===== config.mk =====
export PLATFORM = sky130hd
export DESIGN_NAME = led_fade_dimmer_duty_mapper_top
export DESIGN_NICKNAME = d
export VERILOG_FILES = /design/src/hdl/lfd_pkg.sv /design/src/hdl/led_fade_dimmer_duty_mapper_top.sv
export SDC_FILE = /design/constraint.sdc
export NUM_CORES = 1
export LEC_CHECK = 0
export BUFFER_PORTS_ARGS = -buffer_cell sky130_fd_sc_hd__clkbuf_2
export CAP_MARGIN = 10
export CORE_MARGIN = 2
export CORE_UTILIZATION = 50
export DETAILED_ROUTE_END_ITERATION = 10
export PLACE_DENSITY_LB_ADDON = 0.2
export SYNTH_ARGS = -nofsm -noshare
export SYNTH_HDL_FRONTEND = slang
export SYNTH_SLANG_ARGS = --single-unit

===== constraint.sdc =====
create_clock -name clk -period 11.8 [get_ports clk]
set_clock_uncertainty 0.05 [all_clocks]
set_input_delay 0.59 -clock clk [delete_from_list [all_inputs] [get_ports clk]]
set_output_delay 0.59 -clock clk [all_outputs]
set_load 0.05 [all_outputs]

===== src/hdl/lfd_pkg.sv =====
// ----------------------------------------------------------------------------
// lfd_pkg
// Shared widths, codes and types of the linear-fade LED dimmer.
// ----------------------------------------------------------------------------
package lfd_pkg;

    // fixed-point format of the brightness and resolution of the duty map
    localparam int FRACTION_BITS = 16;
    localparam int DUTY_BITS     = 12;

    localparam int LEVEL_W    = 8 + FRACTION_BITS;
    localparam int STEP_W     = LEVEL_W + 1;
    localparam int DUTY_SHIFT = FRACTION_BITS + 8 - DUTY_BITS;

    // field widths
    localparam int MODE_W   = 3;
    localparam int CHANGE_W = 9;
    localparam int SCENE_W  = 2;
    localparam int TTIME_W  = 16;
    localparam int DUTY_W   = 12;
    localparam int TPU_W    = 8;

    // stream words, fields packed from bit 0 and padded to whole bytes
    localparam int IN_FIELDS_W  = 1 + 8 + CHANGE_W + SCENE_W + TTIME_W;
    localparam int IN_DATA_W    = ((IN_FIELDS_W + 7) / 8) * 8;
    localparam int OUT_FIELDS_W = DUTY_W + 8 + 8 + 1 + 1;
    localparam int OUT_DATA_W   = ((OUT_FIELDS_W + 7) / 8) * 8;

    // configuration port
    localparam int CFG_ADDR_W = 2;
    localparam int CFG_DATA_W = DUTY_W;
    localparam logic [CFG_ADDR_W-1:0] CFG_MIN_DUTY = 2'd0;
    localparam logic [CFG_ADDR_W-1:0] CFG_MAX_DUTY = 2'd1;
    localparam logic [CFG_ADDR_W-1:0] CFG_TICKS    = 2'd2;

    // serial multiplier and divider widths
    localparam int DEN_W   = TTIME_W + TPU_W;
    localparam int PROD_W  = DUTY_BITS + DUTY_W;
    localparam int DIV_W0  = (LEVEL_W > DEN_W) ? LEVEL_W : DEN_W;
    localparam int DIV_W   = (DIV_W0 > PROD_W) ? DIV_W0 : PROD_W;
    localparam int MUL_B_W = (DUTY_W > TPU_W) ? DUTY_W : TPU_W;
    localparam int CNT_W   = $clog2(DIV_W);

    // command codes
    localparam logic [MODE_W-1:0] MODE_TICK   = 3'd0;
    localparam logic [MODE_W-1:0] MODE_SWITCH = 3'd1;
    localparam logic [MODE_W-1:0] MODE_SET    = 3'd2;
    localparam logic [MODE_W-1:0] MODE_ADD    = 3'd3;
    localparam logic [MODE_W-1:0] MODE_SCENE  = 3'd4;
    localparam logic [MODE_W-1:0] MODE_ALERT  = 3'd5;

    // scene codes and their levels
    localparam logic [SCENE_W-1:0] SCENE_RELAX  = 2'd0;
    localparam logic [SCENE_W-1:0] SCENE_BRIGHT = 2'd1;
    localparam logic [SCENE_W-1:0] SCENE_NIGHT  = 2'd2;
    localparam logic [7:0] RELAX_LEVEL  = 8'd144;
    localparam logic [7:0] BRIGHT_LEVEL = 8'd254;
    localparam logic [7:0] NIGHT_LEVEL  = 8'd1;
    localparam logic [7:0] LEVEL_MAX    = 8'd255;
    localparam logic [7:0] LEVEL_MIN    = 8'd1;

    localparam logic [LEVEL_W-1:0] LEVEL_TOP = {LEVEL_MAX, {FRACTION_BITS{1'b0}}};
    localparam logic [DIV_W-1:0]   DUTY_FULL = DIV_W'((1 << DUTY_BITS) - 1);

    // configuration reset values
    localparam logic [DUTY_W-1:0] MIN_DUTY_RST = 12'd180;
    localparam logic [DUTY_W-1:0] MAX_DUTY_RST = 12'd2500;
    localparam logic [TPU_W-1:0]  TICKS_RST    = 8'd33;

    // one result word
    typedef struct packed {
        logic              fading;
        logic              light_on;
        logic [7:0]        target_level;
        logic [7:0]        current_level;
        logic [DUTY_W-1:0] pwm_duty;
    } res_t;

endpackage


===== src/hdl/led_fade_dimmer_duty_mapper_top.sv =====
// ----------------------------------------------------------------------------
// led_fade_dimmer_duty_mapper_top
// Linear-fade LED dimmer: commands set the fade, ticks move it, duty mapper.
// ----------------------------------------------------------------------------
// One request in gives one result out. A tick that leaves the brightness where
// it is goes straight to the result stage. A tick that moves it runs the duty
// multiply and divide; a command runs the fade-length multiply and divide
// that give the new step; a command with an immediate jump sets the level and
// then runs the duty multiply and divide. When the new brightness maps to
// duty 0 the duty multiply and divide are skipped. A full result register
// holds the result stage until it empties. All of this runs on one shared
// bit-serial datapath: a shift-add multiplier (fade length times ticks per
// unit, or brightness times duty span) followed by a restoring divider, one
// quotient bit per cycle. A new request is taken once the previous one has
// left the datapath, even while its result still waits in the output
// register. Configuration writes land at once and must be made while the
// block is idle.
module led_fade_dimmer_duty_mapper_top
    import lfd_pkg::*;
(
    input  logic                  clk,
    input  logic                  rst_n,
    input  logic                  s_tvalid,
    output logic                  s_tready,
    // switch_on, level, level_change, scene, transition_time
    input  logic [IN_DATA_W-1:0]  s_tdata,
    // mode
    input  logic [MODE_W-1:0]     s_tuser,
    output logic                  m_tvalid,
    input  logic                  m_tready,
    // pwm_duty, current_level, target_level, light_on, fading
    output logic [OUT_DATA_W-1:0] m_tdata,
    input  logic                  cfg_we,
    input  logic [CFG_ADDR_W-1:0] cfg_addr,
    input  logic [CFG_DATA_W-1:0] cfg_wdata
);

    localparam logic [2:0] ST_IDLE = 3'd0;
    localparam logic [2:0] ST_MUL  = 3'd1;
    localparam logic [2:0] ST_DIV  = 3'd2;
    localparam logic [2:0] ST_DUTY = 3'd3;
    localparam logic [2:0] ST_FIN  = 3'd4;

    localparam logic JOB_STEP = 1'b0;
    localparam logic JOB_DUTY = 1'b1;

    // configuration registers
    logic [DUTY_W-1:0] min_duty_reg;
    logic [DUTY_W-1:0] max_duty_reg;
    logic [TPU_W-1:0]  tpu_reg;

    // control and dimmer state
    logic [2:0]              state_reg, state_next;
    logic [CNT_W-1:0]        cnt_reg, cnt_next;
    logic                    job_reg, job_next;
    logic                    m_tvalid_reg, m_tvalid_next;
    logic                    on_reg, on_next;
    logic [7:0]              target_reg, target_next;
    logic [LEVEL_W-1:0]      level_reg, level_next;
    logic signed [STEP_W-1:0] step_reg, step_next;
    logic [DUTY_W-1:0]       duty_reg, duty_next;
    logic                    moved_reg, moved_next;

    // serial datapath
    logic [DIV_W-1:0]   mul_a_reg, mul_a_next;
    logic [MUL_B_W-1:0] mul_b_reg, mul_b_next;
    logic [DIV_W-1:0]   acc_reg, acc_next;
    logic [DIV_W-1:0]   dq_reg, dq_next;
    logic [DIV_W-1:0]   rem_reg, rem_next;
    logic [DIV_W-1:0]   divisor_reg, divisor_next;
    logic               neg_reg, neg_next;
    logic               nz_reg, nz_next;
    res_t               out_reg, out_next;

    // request fields
    logic                       in_switch_on;
    logic [7:0]                 in_level;
    logic signed [CHANGE_W-1:0] in_change;
    logic [SCENE_W-1:0]         in_scene;
    logic [TTIME_W-1:0]         in_ttime;

    assign in_switch_on = s_tdata[0];
    assign in_level     = s_tdata[8:1];
    assign in_change    = $signed(s_tdata[17:9]);
    assign in_scene     = s_tdata[19:18];
    assign in_ttime     = s_tdata[35:20];

    assign s_tready = (state_reg == ST_IDLE);
    assign m_tvalid = m_tvalid_reg;
    assign m_tdata  = OUT_DATA_W'(out_reg);

    // configuration writes
    always_ff @(posedge clk or negedge rst_n)
    begin
        if (!rst_n)
        begin
            min_duty_reg <= MIN_DUTY_RST;
            max_duty_reg <= MAX_DUTY_RST;
            tpu_reg      <= TICKS_RST;
        end
        else if (cfg_we)
        begin
            case (cfg_addr)
                CFG_MIN_DUTY: min_duty_reg <= cfg_wdata;
                CFG_MAX_DUTY: max_duty_reg <= cfg_wdata;
                CFG_TICKS:    tpu_reg      <= cfg_wdata[TPU_W-1:0];
                default:      ;
            endcase
        end
    end

    // tick: move one step towards the goal, stop at the target, keep in range
    logic [LEVEL_W-1:0]        tgt_level;
    logic signed [LEVEL_W+2:0] tick_sum, tick_diff, tick_val, tl_ext, top_ext;
    logic                      tick_moved;
    logic [LEVEL_W-1:0]        tick_level;
    logic                      step_pos, step_neg;

    assign tgt_level = {target_reg, {FRACTION_BITS{1'b0}}};
    assign tl_ext    = $signed({3'b000, tgt_level});
    assign top_ext   = $signed({3'b000, LEVEL_TOP});
    assign tick_sum  = $signed({3'b000, level_reg})
                       + $signed({{2{step_reg[STEP_W-1]}}, step_reg});
    assign tick_diff = $signed({3'b000, level_reg})
                       - $signed({{2{step_reg[STEP_W-1]}}, step_reg});
    assign step_neg  = step_reg[STEP_W-1];
    assign step_pos  = !step_reg[STEP_W-1] && (step_reg != '0);

    always_comb
    begin
        tick_moved = 1'b0;
        tick_val   = $signed({3'b000, level_reg});
        if (on_reg)
        begin
            if (level_reg != tgt_level)
            begin
                tick_moved = 1'b1;
                tick_val   = tick_sum;
                if ((step_pos && (tick_sum > tl_ext)) || (step_neg && (tick_sum < tl_ext)))
                begin
                    tick_val = tl_ext;
                end
            end
        end
        else if (level_reg != '0)
        begin
            tick_moved = 1'b1;
            tick_val   = tick_diff;
        end
        if (tick_val < 0)
        begin
            tick_val = '0;
        end
        if (tick_val > top_ext)
        begin
            tick_val = top_ext;
        end
        tick_level = tick_val[LEVEL_W-1:0];
    end

    // command: new switch state, target and level
    logic                 cmd_on;
    logic [7:0]           cmd_target;
    logic [LEVEL_W-1:0]   cmd_level;
    logic signed [10:0]   add_sum;

    assign add_sum = $signed({3'b000, target_reg}) + 11'(in_change);

    always_comb
    begin
        cmd_on     = on_reg;
        cmd_target = target_reg;
        cmd_level  = level_reg;
        case (s_tuser)
            MODE_SWITCH: cmd_on = in_switch_on;
            MODE_SET:    cmd_target = in_level;
            MODE_ADD:
            begin
                if (add_sum > $signed({3'b000, LEVEL_MAX}))
                begin
                    cmd_target = LEVEL_MAX;
                end
                else if (add_sum < $signed({3'b000, LEVEL_MIN}))
                begin
                    cmd_target = LEVEL_MIN;
                end
                else
                begin
                    cmd_target = add_sum[7:0];
                end
            end
            MODE_SCENE:
            begin
                case (in_scene)
                    SCENE_RELAX:  cmd_target = RELAX_LEVEL;
                    SCENE_BRIGHT: cmd_target = BRIGHT_LEVEL;
                    SCENE_NIGHT:  cmd_target = NIGHT_LEVEL;
                    default:      ;
                endcase
            end
            MODE_ALERT:  cmd_level = on_reg ? '0 : LEVEL_TOP;
            default:     ;
        endcase
    end

    // remaining distance to the goal
    logic [LEVEL_W-1:0]       goal_level;
    logic signed [STEP_W-1:0] dist_val, dist_abs;

    assign goal_level = on_reg ? tgt_level : '0;
    assign dist_val   = on_reg ? ($signed({1'b0, goal_level}) - $signed({1'b0, level_reg}))
                               : $signed({1'b0, level_reg});
    assign dist_abs   = dist_val[STEP_W-1] ? -dist_val : dist_val;

    // duty span, brightness index for the duty map
    logic signed [DUTY_W:0] span, span_abs;
    logic [DUTY_BITS-1:0]   duty_v;

    assign span     = $signed({1'b0, max_duty_reg}) - $signed({1'b0, min_duty_reg});
    assign span_abs = span[DUTY_W] ? -span : span;
    assign duty_v   = level_reg[LEVEL_W-1:DUTY_SHIFT];

    // one multiplier bit and one divider bit per cycle
    logic [DIV_W-1:0] acc_add;
    logic [DIV_W:0]   rem_sh;
    logic             div_ge;
    logic [DIV_W-1:0] quot;
    logic [STEP_W-1:0] q_ext;
    logic [DUTY_W-1:0] q_duty;

    assign acc_add = mul_b_reg[0] ? (acc_reg + mul_a_reg) : acc_reg;
    assign rem_sh  = {rem_reg, dq_reg[DIV_W-1]};
    assign div_ge  = (rem_sh >= {1'b0, divisor_reg});
    assign quot    = {dq_reg[DIV_W-2:0], div_ge};
    assign q_ext   = {1'b0, quot[LEVEL_W-1:0]};
    assign q_duty  = quot[DUTY_W-1:0];

    // sequencer
    always_comb
    begin
        state_next    = state_reg;
        cnt_next      = cnt_reg;
        job_next      = job_reg;
        m_tvalid_next = m_tvalid_reg && !m_tready;
        on_next       = on_reg;
        target_next   = target_reg;
        level_next    = level_reg;
        step_next     = step_reg;
        duty_next     = duty_reg;
        moved_next    = moved_reg;
        mul_a_next    = mul_a_reg;
        mul_b_next    = mul_b_reg;
        acc_next      = acc_reg;
        dq_next       = dq_reg;
        rem_next      = rem_reg;
        divisor_next  = divisor_reg;
        neg_next      = neg_reg;
        nz_next       = nz_reg;
        out_next      = out_reg;

        case (state_reg)
            ST_IDLE:
            begin
                if (s_tvalid)
                begin
                    moved_next = 1'b0;
                    if (s_tuser == MODE_TICK)
                    begin
                        level_next = tick_level;
                        moved_next = tick_moved;
                        state_next = tick_moved ? ST_DUTY : ST_FIN;
                    end
                    else if (s_tuser inside {[MODE_SWITCH:MODE_ALERT]})
                    begin
                        on_next     = cmd_on;
                        target_next = cmd_target;
                        level_next  = cmd_level;
                        mul_a_next  = DIV_W'(in_ttime);
                        mul_b_next  = MUL_B_W'(tpu_reg);
                        acc_next    = '0;
                        cnt_next    = '0;
                        job_next    = JOB_STEP;
                        state_next  = ST_MUL;
                    end
                    else
                    begin
                        state_next = ST_FIN;
                    end
                end
            end

            ST_MUL:
            begin
                acc_next   = acc_add;
                mul_a_next = mul_a_reg << 1;
                mul_b_next = mul_b_reg >> 1;
                cnt_next   = cnt_reg + 1'b1;
                if (cnt_reg == CNT_W'(MUL_B_W - 1))
                begin
                    cnt_next = '0;
                    rem_next = '0;
                    if (job_reg == JOB_STEP)
                    begin
                        if (acc_add == '0)
                        begin
                            // zero fade length or zero ticks per unit: jump straight to the goal
                            level_next = goal_level;
                            step_next  = '0;
                            state_next = ST_DUTY;
                        end
                        else
                        begin
                            divisor_next = acc_add;
                            dq_next      = DIV_W'(dist_abs[LEVEL_W-1:0]);
                            neg_next     = dist_val[STEP_W-1];
                            nz_next      = (dist_val != '0);
                            state_next   = ST_DIV;
                        end
                    end
                    else
                    begin
                        divisor_next = DUTY_FULL;
                        dq_next      = acc_add;
                        state_next   = ST_DIV;
                    end
                end
            end

            ST_DIV:
            begin
                rem_next = div_ge ? DIV_W'(rem_sh - {1'b0, divisor_reg}) : rem_sh[DIV_W-1:0];
                dq_next  = quot;
                cnt_next = cnt_reg + 1'b1;
                if (cnt_reg == CNT_W'(DIV_W - 1))
                begin
                    cnt_next   = '0;
                    state_next = ST_FIN;
                    if (job_reg == JOB_STEP)
                    begin
                        // a fade that is too slow still creeps by one lsb
                        if ((quot == '0) && nz_reg)
                        begin
                            step_next = neg_reg ? '1 : STEP_W'(1);
                        end
                        else
                        begin
                            step_next = neg_reg ? -$signed(q_ext) : $signed(q_ext);
                        end
                    end
                    else
                    begin
                        duty_next = neg_reg ? (min_duty_reg - q_duty) : (min_duty_reg + q_duty);
                    end
                end
            end

            ST_DUTY:
            begin
                if (duty_v == '0)
                begin
                    duty_next  = '0;
                    state_next = ST_FIN;
                end
                else
                begin
                    mul_a_next = DIV_W'(duty_v - 1'b1);
                    mul_b_next = MUL_B_W'(span_abs[DUTY_W-1:0]);
                    neg_next   = span[DUTY_W];
                    acc_next   = '0;
                    cnt_next   = '0;
                    job_next   = JOB_DUTY;
                    state_next = ST_MUL;
                end
            end

            ST_FIN:
            begin
                if (!m_tvalid_reg || m_tready)
                begin
                    m_tvalid_next          = 1'b1;
                    out_next.pwm_duty      = duty_reg;
                    out_next.current_level = level_reg[LEVEL_W-1:FRACTION_BITS];
                    out_next.target_level  = target_reg;
                    out_next.light_on      = on_reg;
                    out_next.fading        = moved_reg;
                    state_next             = ST_IDLE;
                end
            end

            default: state_next = ST_IDLE;
        endcase
    end

    // control and dimmer state
    always_ff @(posedge clk or negedge rst_n)
    begin
        if (!rst_n)
        begin
            state_reg    <= ST_IDLE;
            cnt_reg      <= '0;
            job_reg      <= JOB_STEP;
            m_tvalid_reg <= 1'b0;
            on_reg       <= 1'b0;
            target_reg   <= '0;
            level_reg    <= '0;
            step_reg     <= '0;
            duty_reg     <= '0;
            moved_reg    <= 1'b0;
        end
        else
        begin
            state_reg    <= state_next;
            cnt_reg      <= cnt_next;
            job_reg      <= job_next;
            m_tvalid_reg <= m_tvalid_next;
            on_reg       <= on_next;
            target_reg   <= target_next;
            level_reg    <= level_next;
            step_reg     <= step_next;
            duty_reg     <= duty_next;
            moved_reg    <= moved_next;
        end
    end

    // datapath registers
    always_ff @(posedge clk)
    begin
        mul_a_reg   <= mul_a_next;
        mul_b_reg   <= mul_b_next;
        acc_reg     <= acc_next;
        dq_reg      <= dq_next;
        rem_reg     <= rem_next;
        divisor_reg <= divisor_next;
        neg_reg     <= neg_next;
        nz_reg      <= nz_next;
        out_reg     <= out_next;
    end

endmodule


==> results of run 1 <==
cells in the final DEF, fill, tap and decap left out, types with 21 or more instances in the layout:
| master | instances |
|---|---|
| sky130_fd_sc_hd__xnor2_1 | 110 |
| sky130_fd_sc_hd__clkbuf_16 | 31 |
| sky130_fd_sc_hd__nor3_1 | 53 |
| sky130_fd_sc_hd__a22o_1 | 31 |
| sky130_fd_sc_hd__ha_1 | 152 |
| sky130_fd_sc_hd__nand2b_1 | 41 |
| sky130_fd_sc_hd__a21oi_1 | 175 |
| sky130_fd_sc_hd__o31ai_1 | 22 |
| sky130_fd_sc_hd__inv_1 | 144 |
| sky130_fd_sc_hd__o21ai_0 | 200 |
| sky130_fd_sc_hd__nand3_1 | 61 |
| sky130_fd_sc_hd__nand2_1 | 255 |
| sky130_fd_sc_hd__nor2b_1 | 30 |
| sky130_fd_sc_hd__nor4_1 | 21 |
| sky130_fd_sc_hd__edfxtp_1 | 164 |
| sky130_fd_sc_hd__xor2_1 | 69 |
| sky130_fd_sc_hd__dfrtp_1 | 101 |
| sky130_fd_sc_hd__or3_1 | 27 |
| sky130_fd_sc_hd__nor2_1 | 228 |
| sky130_fd_sc_hd__clkbuf_2 | 88 |
| sky130_fd_sc_hd__buf_4 | 31 |
| sky130_fd_sc_hd__a31oi_1 | 25 |
| sky130_fd_sc_hd__mux2i_1 | 34 |
| sky130_fd_sc_hd__mux2_2 | 31 |
| sky130_fd_sc_hd__a21o_1 | 35 |
routing by layer:
layer | wire length, um | share of wire, % | track usage, %
met1 | 28100 | 44 | 39.5
met2 | 28700 | 45 | 45.6
met3 | 4940 | 7.8 | 5.10
met4 | 1500 | 2.4 | 7.58
met5 | 0 | 0 | 0
critical path: cells and delay by family, from the launching register on:
kind	cells	cell delay, ps
and+or+nand+nor	10	2320
adders and majority gates	2	960
xor gates and xnor gates	1	140
muxes	1	190
AOI/OAI and AO/OA	9	2940
buffers and inverters	1	310
DFF	1	640
worst max path at each step:
stage / startpoint / slack (ps) / end / depth (start not counted)
final: level_reg[14] / 4120 / level_reg[2] / 24
after global routing: level_reg[14] / 3740 / level_reg[10] / 24
after CTS: level_reg[14] / 4500 / level_reg[5] / 24
after detailed placement: level_reg[14] / 4540 / level_reg[5] / 24
after global placement: level_reg[14] / 4610 / level_reg[5] / 24
after floorplan: s_tuser[1] / 6170 / acc_reg[0] / 8
power by group through the flow:
| stage | sequential (mW) | combinational (mW) | clock, mW |
|---|---|---|---|
| after floorplan | 1.72 | 3.13 | 0 |
| after global placement | 1.78 | 4.16 | 0 |
| after detailed placement | 1.79 | 4.23 | 0 |
| after CTS | 1.78 | 4.26 | 1.06 |
| after global routing | 1.82 | 4.75 | 1.10 |
| final | 1.79 | 4.31 | 1.04 |
per-stage QoR:
stage,setup slack (ps),cells
6_report,4120,3075
2_1_floorplan,6170,2469
3_3_place_gp,4610,3015
4_1_cts,4500,3073
3_5_place_dp,4540,3015
5_1_grt,3740,3075
synthesized netlist by cell type, drive strengths merged, types with 63 or more instances:
master	number
nand2	258
a21oi	177
ha	152
edfxtp	164
dfrtp	102
inv	146
xnor2	110
clkbuf	96
o21ai	210
nand3	63
nor2	231
xor2	69
area by class of cell:
type                       instances  area, um2
clock buffer                      35        791
clock inverter                    23        292
fill                            3946      19200
inverter                         147        552
multi-input combinational       1926      12800
sequential                       277       7770
tap                              546        683
timing repair buffer             121        696
logic make-up after synthesis:
family	after synthesis	share of synthesized area, %
AND/OR/NAND/NOR	845	18.9
adder cells (fa/ha/maj)	159	9.49
buffers and inverters	266	4.80
AO/OA/AOI/OAI	673	20.1
flip-flops	277	36.1
multiplexers	68	3.39
other	1	0.0174
XOR/XNOR	179	7.28
==> results.tsv, run 1 <==
metric	value	unit
max cap viols	0	
number of antenna violations at the first check in global routing	0	
share of async-settable or async-resettable flops after synthesis	40.8	%
estimated wirelength of the detail-placed design	47800	um
Core Area	42800	um2
placed cell area	22400	um2
R2R Setup Slk	4120	ps
placer congestion estimate	0.940	
internal power of the cells	3.68	mW
vias per cell	6.11	
clock-pin slew reported for the worst setup and hold paths after clock tree synthesis	70	ps
Pleak	9.98	nW
utilization after layout	55.0	%
worst rel slew slack	27.2	%
proportion of power drawn by combinational gates	60.4	%
number of warning messages in the yosys log	0	
flop and latch count out of synthesis	277	
die area	44700	um2
initial core utilization	50.3	%
Post-CTS Setup Bufs	0	
CTS Buf Count	31	
Top Ports	96	
final design instance area without fill	23500	um2
overflow left after global routing	0	
fraction of final layout cells with drive strength greater than 1	10.6	%
mean post-synth cell area	8.72	um2
worst path arrival time	8110	ps
dominant cells by area after synthesis	sky130_fd_sc_hd__edfxtp_1 23%, sky130_fd_sc_hd__dfrtp_1 12%, sky130_fd_sc_hd__ha_1 8.8%, sky130_fd_sc_hd__o21ai_0 4.6%, sky130_fd_sc_hd__xnor2_1 4.5%	
pin slew with the least headroom to its limit	1090	ps
setup repair after global routing missed its margin	false	
total number of H-tree levels	1	
# DRC	0	
Antenna Violating Nets Remaining	0	
Finish-stage setup viols	0	
count of cells resized by post-cts repair	0	
number of sinks on the clock net	277	
switching share of power	48.5	%
number of optimization iterations in the first detailed-route pass	5	
final hold slack	73.1	ps
CTS tree	yes	
vias in the first global route	18285	
instance count of the mapped netlist	2468	
type of origin of the critical path	flip-flop	
IR Drop Worst-Case VDD	0.000218	V
number of different library cells in the post-synthesis netlist	100	
sequential share of the synthesized area	36.1	%
worst hold-check path type	in2async	
prevailing post-synth register cell	sky130_fd_sc_hd__edfxtp_1	
worst reg2reg path depth	24	
highest attainable clock frequency	130	MHz
Cell Rows	76	
final total power	7.15	mW
result of the run	finished clean	
dominant cell type by area after synthesis	sky130_fd_sc_hd__edfxtp_1	
via count of the routed design	18783	
antenna diode count	0	
drt initial violations	1642	
vertical extent of the die	211	um
share of total power in the clock network	14.6	%
crit path capture type	flip-flop	
net switching component of the power	3.46	mW
Largest register FFs	30	
startpoint of the lowest-slack register-to-register path	level_reg[14]	
CTS root buf	sky130_fd_sc_hd__clkbuf_16	
final slew viol count	0	
critical path's most frequent cell	sky130_fd_sc_hd__a211oi_1	
series of cell instances along the critical path	ha_1 > clkinv_1 > a21oi_1 > o2111ai_1 > a211oi_1 > o41ai_1 > a21oi_1 > nor2_1 > nor2_1 > xnor2_1 > ha_1 > nand2_1 > nor4_1 > nand4_1 > a211oi_1 > nand4b_1 > o311ai_4 > nand2_2 > mux2i_1 > a211oi_1 > nand2b_1 > nor4_4 > nand2_2 > a32o_1	
clock latency on the worst-skew pair	600	ps
Port-buffer cells	89	
critical register-to-register path endpoint	level_reg[2]	
worst-path cell with the longest stage delay	sky130_fd_sc_hd__dfrtp_1	
global-route wire length before repair	100000	um
pin count of the biggest net entering global routing	76	
Post-CTS Hold Buffers	0	
part of the total power dissipated in sequential elements	25.0	%
post-route clock period utilization	65.1	%
post-DR wirelength/cell	20.6	um
Die Span X	211	um
All-Layer GR Usage	28.4	%
final net count	2725	
fraction of synthesized cell area taken by the top area cell type	22.9	%
Synth Cell Area	21500	um2
final critical-path required period	7680	ps
data required time at the worst endpoint	12230	ps
P&R area growth vs syn	9.39	%
Final Hold Vio Count	0	
start-to-end type of the worst setup path	reg2reg	
largest incremental delay on the critical path	640	ps
setup tns final	0	ps
total wire length after detailed routing	63300	um
number of flops mapped to enable cells by yosys	164	
largest fanout of any net on the critical path	15	
pwr/cell area	304	nW/um2
Clock Path Buffers	3	
No activity file was read; power rests on OpenSTA's default activity.
==> inputs of run 2 (changes only) <==
- ABC_AREA: default -> 1
- clock period: 11.8 -> 6.59 ns (I/O delays scaled with it)
==> run 2 against run 1 <==
Cell area rose by 3.7%. Via count up 9.0%. Critical path depth rose by 14. Sequential share of layout area decreased by 1.2 points. Global-route usage up 0.51 points. Register-to-register slack worse by 3300 ps. Setup slack got worse by 3300 ps. Critical path type unchanged.
==> results.tsv, run 2 <==
metric	value	unit	change
vias per cell	5.62		was 6.11
Finish-stage setup viols	0		unchanged
Cell Rows	77		was 76
dominant cell type by area after synthesis	sky130_fd_sc_hd__edfxtp_1		unchanged
most frequent cells in the layout	612 x sky130_fd_sc_hd__nand2_1, 396 x sky130_fd_sc_hd__inv_1, 262 x sky130_fd_sc_hd__o21ai_0, 224 x sky130_fd_sc_hd__nor2_1, 203 x sky130_fd_sc_hd__a21oi_1		was 255 x sky130_fd_sc_hd__nand2_1, 228 x sky130_fd_sc_hd__nor2_1, 200 x sky130_fd_sc_hd__o21ai_0, 175 x sky130_fd_sc_hd__a21oi_1, 164 x sky130_fd_sc_hd__edfxtp_1
flop and latch count out of synthesis	277		unchanged
min-delay src	cfg_wdata[1]		
number of warning messages in the yosys log	0		unchanged
All-Layer GR Usage	28.9	%	was 28.4%
number of flops mapped to enable cells by yosys	164		unchanged
top routing layer in use	met4		unchanged
total wire length after detailed routing	67400	um	was 63300 um
Met1 Routed Length	30900	um	was 28100 um
CTS Buf Count	34		was 31
fraction of final layout cells with drive strength greater than 1	11.2	%	was 10.6%
largest fanout of any net on the critical path	6		was 15
critical path's most frequent cell	sky130_fd_sc_hd__nand2_1		was sky130_fd_sc_hd__a211oi_1
vertical extent of the die	214	um	was 211 um
# DRC	0		unchanged
largest incremental delay on the critical path	840	ps	was 640 ps
startpoint of the lowest-slack register-to-register path	rem_reg[1]		was level_reg[14]
leading cell type in the layout, fill and taps excluded	sky130_fd_sc_hd__nand2_1		unchanged
Antenna Violating Nets Remaining	0		unchanged
CTS root buf	sky130_fd_sc_hd__clkbuf_16		unchanged
data required time at the worst endpoint	6970	ps	was 12230 ps
overflow left after global routing	0		unchanged
Post-CTS Setup Bufs	0		unchanged
total number of H-tree levels	2		was 1
setup repair after global routing missed its margin	false		unchanged
library cell with the highest instance count after synthesis	sky130_fd_sc_hd__nand2_1		unchanged
sum of met2 wire segment lengths after detailed routing	29900	um	was 28700 um
Port-buffer cells	89		unchanged
routed length on met3	4820	um	was 4940 um
sequential share of the synthesized area	35.1	%	was 36.1%
CTS tree	yes		unchanged
Synth Cell Area	22100	um2	was 21500 um2
share of async-settable or async-resettable flops after synthesis	40.8	%	unchanged
initial core utilization	50.4	%	was 50.3%
highest attainable clock frequency	173	MHz	was 130 MHz
mean post-synth cell area	7.54	um2	was 8.72 um2
DP Cell Count	3565		was 3015
Core Area	43900	um2	was 42800 um2
P&R area growth vs syn	10.4	%	was 9.39%
placer congestion estimate	0.970		was 0.940
vias in the first global route	19122		was 18285
Top Ports	96		unchanged
worst path arrival time	6170	ps	was 8110 ps
max cap viols	0		unchanged
instance count of the mapped netlist	2935		was 2468
final critical-path required period	5790	ps	was 7680 ps
worst hold-check path type	in2reg		was in2async
number of different library cells in the post-synthesis netlist	74		was 100
die area	46000	um2	was 44700 um2
worst rel slew slack	26.0	%	was 27.2%
number of optimization iterations in the first detailed-route pass	6		was 5
post-DR wirelength/cell	18.5	um	was 20.6 um
final net count	3245		was 2725
global-route wire length before repair	106000	um	was 100000 um
result of the run	finished clean		unchanged
fin cells	3641		was 3075
crit path capture type	flip-flop		unchanged
number of sinks on the clock net	277		unchanged
post-route clock period utilization	87.9	%	was 65.1%
clock latency on the worst-skew pair	560	ps	was 600 ps
prevailing post-synth register cell	sky130_fd_sc_hd__edfxtp_1		unchanged
Largest register FFs	30		unchanged
via count of the routed design	20477		was 18783
critical path launch point	rem_reg[1]		was level_reg[14]
utilization after layout	55.6	%	was 55.0%
fraction of synthesized cell area taken by the top area cell type	22.3	%	was 22.9%
start-to-end type of the worst setup path	reg2reg		unchanged
estimated wirelength of the detail-placed design	52000	um	was 47800 um
type of origin of the critical path	flip-flop		unchanged
antenna diode count	0		unchanged
clock-pin slew reported for the worst setup and hold paths after clock tree synthesis	60	ps	was 70 ps
Post-CTS Hold Buffers	14		was 0
Final Hold Vio Count	0		unchanged
number of antenna violations at the first check in global routing	0		unchanged
drt initial violations	2010		was 1642
count of fill cells added during filler insertion	4209		was 3946
Clock Path Buffers	3		unchanged
top cells by instance count after synthesis	612 x sky130_fd_sc_hd__nand2_1, 396 x sky130_fd_sc_hd__inv_1, 262 x sky130_fd_sc_hd__o21ai_0, 227 x sky130_fd_sc_hd__nor2_1, 204 x sky130_fd_sc_hd__a21oi_1		was 256 x sky130_fd_sc_hd__nand2_1, 229 x sky130_fd_sc_hd__nor2_1, 200 x sky130_fd_sc_hd__o21ai_0, 177 x sky130_fd_sc_hd__a21oi_1, 164 x sky130_fd_sc_hd__edfxtp_1
pin count of the biggest net entering global routing	64		was 76
final slew viol count	0		unchanged
setup tns final	0	ps	unchanged
count of cells resized by post-cts repair	0		unchanged
dominant cells by area after synthesis	sky130_fd_sc_hd__edfxtp_1 22%, sky130_fd_sc_hd__dfrtp_1 12%, sky130_fd_sc_hd__nand2_1 10%, sky130_fd_sc_hd__ha_1 8.6%, sky130_fd_sc_hd__inv_1 6.7%		was sky130_fd_sc_hd__edfxtp_1 23%, sky130_fd_sc_hd__dfrtp_1 12%, sky130_fd_sc_hd__ha_1 8.8%, sky130_fd_sc_hd__o21ai_0 4.6%, sky130_fd_sc_hd__xnor2_1 4.5%
pin slew with the least headroom to its limit	1100	ps	was 1090 ps
worst-path cell with the longest stage delay	sky130_fd_sc_hd__o21ai_0		was sky130_fd_sc_hd__dfrtp_1
Die Span X	214	um	was 211 um
==> run 2: cell count changes in the layout (fill, tap and decap cells not counted), moves of 41 or more <==
cell / change
sky130_fd_sc_hd__nand2_1: +357
sky130_fd_sc_hd__inv_1: +252
sky130_fd_sc_hd__nand3_1: +98
sky130_fd_sc_hd__xnor2_1: -76
sky130_fd_sc_hd__o21ai_0: +62
sky130_fd_sc_hd__nand2b_1: -41
==> run 2: routing by layer <==
| metal | GRT usage (%) | vias up |
|---|---|---|
| met3 | 4.28 | 115 |
| met1 | 41.4 | 9623 |
| met4 | 8.66 | 0 |
| li1 | - | 9992 |
| met5 | 0 | - |
| met2 | 45.3 | 747 |
==> run 2: stage by stage <==
| stage | worst slack (ps) | area, um2 | hold WS [ps] |
|---|---|---|---|
| after floorplan | 1950 | 22100 | -16.1 |
| after global placement | 914 | 23200 | 351 |
| after detailed placement | 909 | 23200 | 350 |
| after CTS | 867 | 24400 | 17.1 |
| after global routing | 83.4 | 24400 | 41.7 |
| final | 799 | 24400 | 40.3 |
==> run 2: cells by family after synthesis <==
| logic type | count (synthesis) | share of synthesized area, % |
|---|---|---|
| buf+inv | 519 | 9.36 |
| simple gates | 1201 | 24.1 |
| fa+ha+maj | 159 | 9.23 |
| other cells | 1 | 0.0169 |
| xor+xnor | 138 | 5.46 |
| compound gates | 631 | 16.3 |
| mux | 9 | 0.407 |
| flops | 277 | 35.1 |
==> run 2: critical path: cells and delay by family, from the launching register on <==
kind | cells | cell delay, ps
compound gates | 11 | 2280
xor+xnor | 1 | 160
simple gates | 20 | 1670
buf+inv | 3 | 200
flops | 1 | 390
fa+ha+maj | 3 | 890
==> run 2: final timing paths <==
path	end	slack [ps]	depth (start not counted)
setup reg to reg	duty_reg[11]	800	38
min in group asynchronous	min_duty_reg[8]	300	2
hold / removal	min_duty_reg[1]	40	3
max in group asynchronous	step_reg[2]	4820	3
hold reg to reg	m_tdata[9]	400	0
setup / recovery	duty_reg[11]	800	38
==> run 2: layout make-up <==
type	count	area, um2	share of cell area (%)
inverters	428	1610	6.58
flip-flops and latches	277	7770	31.8
clock inverters	19	170	0.697
multi-input cells	2140	12300	50.5
repair buffers	143	901	3.69
well taps	592	741	3.03
clock buffers	42	912	3.74
Power of run 2 is not shown: default switching activity piles up to over one toggle a cycle in this logic, so the estimate is an artifact.
